### config.mk
export PLATFORM = sky130hd
export DESIGN_NAME = retransmit_timer_backoff_flat
export DESIGN_NICKNAME = d
export VERILOG_FILES = /design/src/rtb_pkg.sv /design/src/rtb_cmd_if.sv /design/src/rtb_res_if.sv /design/src/retransmit_timer_backoff.sv /design/src/flat_wrapper.sv
export SDC_FILE = /design/constraint.sdc
export NUM_CORES = 1
export LEC_CHECK = 0
export ABC_AREA = 1
export BUFFER_PORTS_ARGS = -buffer_cell sky130_fd_sc_hd__buf_4
export CAP_MARGIN = 25
export CORE_ASPECT_RATIO = 0.6
export CORE_MARGIN = 1
export CORE_UTILIZATION = 30
export DETAILED_ROUTE_END_ITERATION = 8
export SYNTH_ARGS = -nofsm -noshare
export SYNTH_HDL_FRONTEND = slang
export SYNTH_SLANG_ARGS = --single-unit
### constraint.sdc
create_clock -name i_clk -period 12.9 [get_ports i_clk]
set_input_delay 1.935 -clock i_clk [delete_from_list [all_inputs] [get_ports i_clk]]
set_output_delay 1.935 -clock i_clk [all_outputs]
set_load 0.01 [all_outputs]
### src/rtb_pkg.sv
// rtb_pkg: shared types and constants for the retransmit timer backoff block
// used by the channel interfaces, the top level and the checker

package rtb_pkg;

    localparam int unsigned DUR_W   = 31;
    localparam int unsigned ARM_W   = 32;
    localparam int unsigned GEN_W   = 32;
    localparam int unsigned TID_W   = 32;
    localparam int unsigned LIM_W   = 17;
    localparam int unsigned CNT_W   = 16;
    localparam int unsigned CFG_IW  = 2;
    localparam int unsigned CFG_DW  = 32;

    localparam logic [DUR_W-1:0] RST_DURATION = DUR_W'(1000);
    localparam logic [LIM_W-1:0] RST_LIMIT    = {LIM_W{1'b1}};
    localparam logic [TID_W-1:0] RST_TIMER_ID = TID_W'(1);

    typedef enum logic [CFG_IW-1:0] {
        REG_BASE_DURATION = 2'd0,
        REG_MAX_RESTARTS  = 2'd1,
        REG_BACKOFF_EXP   = 2'd2,
        REG_TIMER_ID      = 2'd3
    } t_reg_idx;

    typedef enum logic [1:0] {
        CMD_START   = 2'd0,
        CMD_STOP    = 2'd1,
        CMD_RESTART = 2'd2,
        CMD_EXPIRY  = 2'd3
    } t_command;

    typedef enum logic [1:0] {
        ACT_NONE  = 2'd0,
        ACT_ARM   = 2'd1,
        ACT_STOP  = 2'd2,
        ACT_REARM = 2'd3
    } t_action;

    typedef struct packed {
        t_command          command;
        logic [GEN_W-1:0]  expired_generation;
        logic              new_duration_valid;
        logic [DUR_W-1:0]  new_dur_ms;
    } t_cmd_word;

    typedef struct packed {
        t_action                 action;
        logic [ARM_W-1:0]        arm_duration_ms;
        logic [TID_W+GEN_W-1:0]  arm_id;
        logic                    expired_notice;
        logic                    running;
        logic [CNT_W-1:0]        expiry_count;
    } t_res_word;

endpackage

### src/rtb_cmd_if.sv
// rtb_cmd_if: valid/ready channel carrying one command word
// depends on rtb_pkg

interface rtb_cmd_if;
    import rtb_pkg::*;

    logic      valid;
    logic      ready;
    t_cmd_word word;

    modport source (output valid, output word, input ready);
    modport sink   (input valid, input word, output ready);
endinterface

### src/rtb_res_if.sv
// rtb_res_if: valid/ready channel carrying one result word
// depends on rtb_pkg

interface rtb_res_if;
    import rtb_pkg::*;

    logic      valid;
    logic      ready;
    t_res_word word;

    modport source (output valid, output word, input ready);
    modport sink   (input valid, input word, output ready);
endinterface

### src/retransmit_timer_backoff.sv
// retransmit_timer_backoff: retransmission timer control with optional exponential backoff
// depends on rtb_pkg, rtb_cmd_if, rtb_res_if
//
// channel    dir  handshake     word
// i_cmd_if   in   valid/ready   command, expired_generation, new_duration_valid/_ms
// o_res_if   out  valid/ready   action, arm_duration_ms, arm_id, notice, running, count
// i_cfg_*    in   write enable  register index, 32-bit data
//
// one word per cycle sustained while the result channel is not stalled
// a command word is registered, then decoded combinationally against the timer state,
// and the state and result register are updated together
// reset is synchronous; it clears timer state and loads register defaults
// while the result waits, the command register holds one more word, then ready drops

module retransmit_timer_backoff (
    input  logic                      i_clk,
    input  logic                      i_rst_n,
    input  logic                      i_cfg_we,
    input  logic [rtb_pkg::CFG_IW-1:0] i_cfg_idx,
    input  logic [rtb_pkg::CFG_DW-1:0] i_cfg_data,
    rtb_cmd_if.sink                   i_cmd_if,
    rtb_res_if.source                 o_res_if
);
    import rtb_pkg::*;

    function automatic logic [ARM_W-1:0] f_backoff(
        input logic [DUR_W-1:0] base,
        input logic [LIM_W-1:0] wide,
        input logic             expo
    );
        logic [DUR_W+ARM_W-1:0] shifted;
        logic [ARM_W-1:0]       res;
        shifted = {{ARM_W{1'b0}}, base} << wide[4:0];
        if (!expo || base == '0) begin
            res = {1'b0, base};
        end else if (wide[LIM_W-1:5] != '0) begin
            res = '1;
        end else if (shifted[DUR_W+ARM_W-1:ARM_W] != '0) begin
            res = '1;
        end else begin
            res = shifted[ARM_W-1:0];
        end
        return res;
    endfunction

    // configuration
    logic [LIM_W-1:0] r_limit;
    logic             r_expo;
    logic [TID_W-1:0] r_tid;

    // timer state
    logic             r_active, n_active;
    logic [GEN_W-1:0] r_gen, n_gen;
    logic [CNT_W-1:0] r_cnt, n_cnt;
    logic [DUR_W-1:0] r_cur, n_cur;

    // command register and result register
    logic             r_in_vld;
    t_cmd_word        r_in;
    logic             r_out_vld;
    t_res_word        r_out, n_out;

    logic             adv;
    logic [GEN_W-1:0] gen_inc;
    logic [LIM_W-1:0] wide;
    logic             over_limit;

    assign adv     = r_in_vld && (!r_out_vld || o_res_if.ready);
    assign gen_inc = r_gen + GEN_W'(1);
    assign wide    = {1'b0, r_cnt} + LIM_W'(1);
    assign over_limit = !r_limit[LIM_W-1] && (wide > {1'b0, r_limit[CNT_W-1:0]});

    assign i_cmd_if.ready = !r_in_vld || adv;
    assign o_res_if.valid = r_out_vld;
    assign o_res_if.word  = r_out;

    always_comb begin
        n_active = r_active;
        n_gen    = r_gen;
        n_cnt    = r_cnt;
        n_cur    = r_cur;
        n_out    = '0;
        n_out.action = ACT_NONE;
        case (r_in.command)
            CMD_START: begin
                if (!r_active) begin
                    n_active = 1'b1;
                    n_cnt    = '0;
                    n_gen    = gen_inc;
                    n_out.action          = ACT_ARM;
                    n_out.arm_duration_ms = {1'b0, r_cur};
                    n_out.arm_id          = {r_tid, gen_inc};
                end
            end
            CMD_STOP: begin
                if (r_active) begin
                    n_active     = 1'b0;
                    n_cnt        = '0;
                    n_out.action = ACT_STOP;
                end
            end
            CMD_RESTART: begin
                n_active = 1'b1;
                n_cnt    = '0;
                n_gen    = gen_inc;
                n_out.action          = r_active ? ACT_REARM : ACT_ARM;
                n_out.arm_duration_ms = {1'b0, r_cur};
                n_out.arm_id          = {r_tid, gen_inc};
            end
            CMD_EXPIRY: begin
                if (r_active && r_in.expired_generation == r_gen) begin
                    n_out.expired_notice = 1'b1;
                    n_cnt = wide[LIM_W-1] ? '1 : wide[CNT_W-1:0];
                    if (r_in.new_duration_valid) begin
                        n_cur = r_in.new_dur_ms;
                    end
                    if (over_limit) begin
                        n_active = 1'b0;
                    end else begin
                        n_gen = gen_inc;
                        n_out.action          = ACT_ARM;
                        n_out.arm_duration_ms = f_backoff(n_cur, wide, r_expo);
                        n_out.arm_id          = {r_tid, gen_inc};
                    end
                end
            end
            default: begin
                n_out.action = ACT_NONE;
            end
        endcase
        n_out.running      = n_active;
        n_out.expiry_count = n_cnt;
    end

    always_ff @(posedge i_clk) begin
        if (!i_rst_n) begin
            r_limit   <= RST_LIMIT;
            r_expo    <= 1'b0;
            r_tid     <= RST_TIMER_ID;
            r_active  <= 1'b0;
            r_gen     <= '0;
            r_cnt     <= '0;
            r_cur     <= RST_DURATION;
            r_in_vld  <= 1'b0;
            r_out_vld <= 1'b0;
        end else begin
            if (i_cmd_if.valid && i_cmd_if.ready) begin
                r_in_vld <= 1'b1;
            end else if (adv) begin
                r_in_vld <= 1'b0;
            end
            if (adv) begin
                r_out_vld <= 1'b1;
                r_active  <= n_active;
                r_gen     <= n_gen;
                r_cnt     <= n_cnt;
                r_cur     <= n_cur;
            end else if (o_res_if.ready) begin
                r_out_vld <= 1'b0;
            end
            if (i_cfg_we) begin
                case (t_reg_idx'(i_cfg_idx))
                    REG_BASE_DURATION: begin
                        r_cur  <= i_cfg_data[DUR_W-1:0];
                    end
                    REG_MAX_RESTARTS: r_limit <= i_cfg_data[LIM_W-1:0];
                    REG_BACKOFF_EXP:  r_expo  <= i_cfg_data[0];
                    REG_TIMER_ID:     r_tid   <= i_cfg_data[TID_W-1:0];
                    default: begin
                        r_expo <= r_expo;
                    end
                endcase
            end
        end
    end

    always_ff @(posedge i_clk) begin
        if (i_cmd_if.valid && i_cmd_if.ready) begin
            r_in <= i_cmd_if.word;
        end
        if (adv) begin
            r_out <= n_out;
        end
    end

endmodule

### src/flat_wrapper.sv
// flat-port wrapper written by rule: the top's interface ports become plain ports
module retransmit_timer_backoff_flat import rtb_pkg::*;
  (i_clk, i_rst_n, i_cfg_we, i_cfg_idx, i_cfg_data, i_cmd_if_valid, i_cmd_if_word, i_cmd_if_ready, o_res_if_valid, o_res_if_word, o_res_if_ready);
  rtb_cmd_if i_cmd_if_i ();
  rtb_res_if o_res_if_i ();
  input  logic i_clk;
  input  logic i_rst_n;
  input  logic i_cfg_we;
  input  logic [rtb_pkg::CFG_IW-1:0] i_cfg_idx;
  input  logic [rtb_pkg::CFG_DW-1:0] i_cfg_data;
  input wire logic [$bits(i_cmd_if_i.valid)-1:0] i_cmd_if_valid;
  input wire logic [$bits(i_cmd_if_i.word)-1:0] i_cmd_if_word;
  output wire logic [$bits(i_cmd_if_i.ready)-1:0] i_cmd_if_ready;
  output wire logic [$bits(o_res_if_i.valid)-1:0] o_res_if_valid;
  output wire logic [$bits(o_res_if_i.word)-1:0] o_res_if_word;
  input wire logic [$bits(o_res_if_i.ready)-1:0] o_res_if_ready;
  assign i_cmd_if_i.valid = i_cmd_if_valid;
  assign i_cmd_if_i.word = i_cmd_if_word;
  assign i_cmd_if_ready = i_cmd_if_i.ready;
  assign o_res_if_valid = o_res_if_i.valid;
  assign o_res_if_word = o_res_if_i.word;
  assign o_res_if_i.ready = o_res_if_ready;
  retransmit_timer_backoff u_core (.i_clk(i_clk), .i_rst_n(i_rst_n), .i_cfg_we(i_cfg_we), .i_cfg_idx(i_cfg_idx), .i_cfg_data(i_cfg_data), .i_cmd_if(i_cmd_if_i), .o_res_if(o_res_if_i));
endmodule
==> summary.md <==
| Metric | Value |
|---|---|
| Port buffer count | 222 |
| Final Skew | 0.03961 ns |
| Fin. Hold Viols | 0 |
| Max Slew Vio Count | 0 |
| Area leader, netlist | edfxtp_1 |
| DR vias/cell | 5.310 |
| Seq cells post-synth | 314 |
| Vias | 16754 |
| Distinct cells, synth | 46 |
| Final Setup Violations | 0 |
| Pleak | 8.715 nW |
| Crit start category | register |
| Row cnt | 67 |
| Residual DRC count | 0 |
| Sequential area share after synthesis | 47.90% |
| Power Density | 131.8 mW/mm² |
| CTS Hold Buffers Added | 0 |
| First-pass detailed-route iteration total | 6 |
| Crit. End Element | register |
| Vias in the first global route | 14845 |
| Final Cycle Share | 35.14% |
| CTS tree | built |
| Gate Count Post-Synth | 2202 |
| Critical Path RT | 13.18 ns |
| Ports | 223 |
| Die area | 0.05740 mm² |
| Final min period | 4.533 ns |
| Post-Syn Area | 0.01692 mm² |
| RSZ-0062 raised after global routing | no |
| Setup Buffers After CTS | 0 |
| Slew HR | 32.33% |
| First-pass GRT wire length | 99.35 mm |
| CTS max path bufs | 3 |
| Setup TNS | 0 ns |
| Clock latency on the worst-skew pair | 0.55 ns |
| Initial drt markers | 2328 |
| Final wirelength | 69.98 mm |
| Gr ovfl total | 0 |
| Synth top area share | 32.29% |
| Hold crit path type | register to register |
| Final layout net count | 2492 |
| Reg clk slew, reported paths | 0.07 ns |
| Power Total | 0.002709 W |
| Global placement routability congestion | 1.031 |
| Syn-to-layout area delta | 21.43% |
| Setup CP Type | register to register |
| Post-CTS Resized | 0 |
| Max frequency | 0.2206 GHz |
| Top cells by area, synth | edfxtp_1 32%, dfxtp_1 16%, nand3_1 11%, nand2_1 10%, nor2_1 5.3% |
| Layout cell share with drive strength beyond 1 | 14.15% |
| All-Layer GR Usage | 23.71% |
| Chip Width | 308.6 µm |
| Starting Density | 30.36% |
| Worst Path Max Fanout | 25 |
| Post-synth EDFFs | 182 |
| Most common cell after layout, fill and taps aside | nand2_1 |
| DR WL/cell | 22.18 µm |
| Yosys warning total | 0 |
| Main synth FF type | edfxtp_1 |
| Syn nets | 2325 |
| CTS buffer count | 34 |
| Die H | 186.0 µm |
| Actual slew at the worst max-slew pin | 1.013 ns |
| VDD IR max | 81.94 µV |
| WHS | 0.4519 ns |
| CORE AREA | 0.05575 mm² |
| Initial antenna violation count | 1 |
| Avg Cell Area, Syn | 7.686 µm² |
| Final Cell Area | 0.02055 mm² |
| Status | complete, no violations |
| Async S/R FF share, synth | 0% |
| DP HPWL | 53.61 mm |
| CTS H-Tree Depth | 2 |
| Area after DPL | 0.01928 mm² |
| CP arrival | 4.82 ns |
| Root Buffer Master | clkbuf_16 |
| ANT nets after route | 0 |
| Flop2flop setup slack | 8.37 ns |
| Largest net degree at the start of global routing | 87 |
| Commonest cells after routing, fill and taps aside | 465 x nand2_1, 358 x nand3_1, 241 x buf_4, 237 x nor2_1, 202 x inv_1 |
| MaxCap Viol Count | 0 |
| Number of clock sinks | 314 |
## cells in the mapped netlist, types with 4 or more instances
library cell	number
nand2_1	465
nand3_1	358
nor2_1	238
inv_1	204
edfxtp_1	182
o21ai_0	135
dfxtp_1	132
a21oi_1	121
clkbuf_1	60
buf_2	36
nand4_1	35
nor3_1	34
o211ai_1	32
xor2_1	31
ha_1	18
and2_1	16
buf_1	15
nor4_1	14
or2_2	12
xnor2_1	8
a31oi_1	5
o21ai_1	5
clkinv_1	4
inv_2	4
## worst max-delay path, cell delays in order (launching register included)
cell      delay, ns
dfxtp_1        0.40
ha_1           0.32
nand3_2        0.17
inv_1          0.17
nand3_1        0.16
o21ai_0        0.29
inv_1          0.12
ha_1           0.33
nand2_1        0.09
nor3_1         0.18
o21ai_0        0.15
o211ai_1       0.13
nand2_1        0.10
nand3_1        0.13
nand3_1        0.19
nand2_2        0.22
clkinv_1       0.66
nand3_1        0.33
nand2_1        0.13
## cell type report
cell class	count	area [µm²]
flip-flops and latches	314	8108
inverters	212	800.8
multi-input cells	1561	7553
repair buffers	246	1934
well taps	759	949.7
diodes	1	2.502
clock inverters	23	271.5
fillers	5800	35200
clock buffers	39	932.1
## cells by family after synthesis
logic type | Yosys count | share of synthesized area [%]
simple gates | 1191 | 30.91
fa+ha+maj | 18 | 1.331
buf+inv | 327 | 7.673
compound gates | 311 | 9.973
xor+xnor | 41 | 2.210
flops | 314 | 47.90
## final timing paths
check,start,cells past startpoint,to
max reg2reg,u_core.r_cnt[1],18,u_core.o_res_if.word[102]
min reg2reg,u_core.r_tid[22],2,u_core.r_tid[22]
min,u_core.r_tid[22],2,u_core.r_tid[22]
max,u_core.r_cnt[1],18,u_core.o_res_if.word[102]
## power breakdown
group          switching, W  internal (W)
combinational      0.000333      0.000145
clock              0.000445      0.000627
sequential        0.0000424       0.00112
## sequential cells by signal (all words and copies together), names as in the netlist
register / cells
u_core.r_active: 1
u_core.r_cnt: 16
u_core.r_cur: 31
u_core.r_expo: 1
u_core.o_res_if.valid: 1
u_core.o_res_if.word: 116
u_core.r_in: 66
u_core.r_in_vld: 1
u_core.r_limit: 17
u_core.r_tid: 32
u_core.r_gen: 32
## routing by layer
| metal | track usage, % | routed length (µm) |
|---|---|---|
| met1 | 38.57 | 35120 |
| met5 | 0 | 0 |
| met4 | 3.522 | 880 |
| met2 | 26.98 | 23660 |
| met3 | 10.47 | 10310 |
## through the flow
stage          utilization [%]  std cells  setup slack (ns)
2_1_floorplan                -       2202             6.673
3_3_place_gp             34.48       3087             7.900
3_5_place_dp             34.58       3089             8.106
4_1_cts                  36.74       3151             8.471
5_1_grt                  36.86       3154             8.067
6_report                 36.87       3155             8.367
No activity file was read; power rests on OpenSTA's default activity.
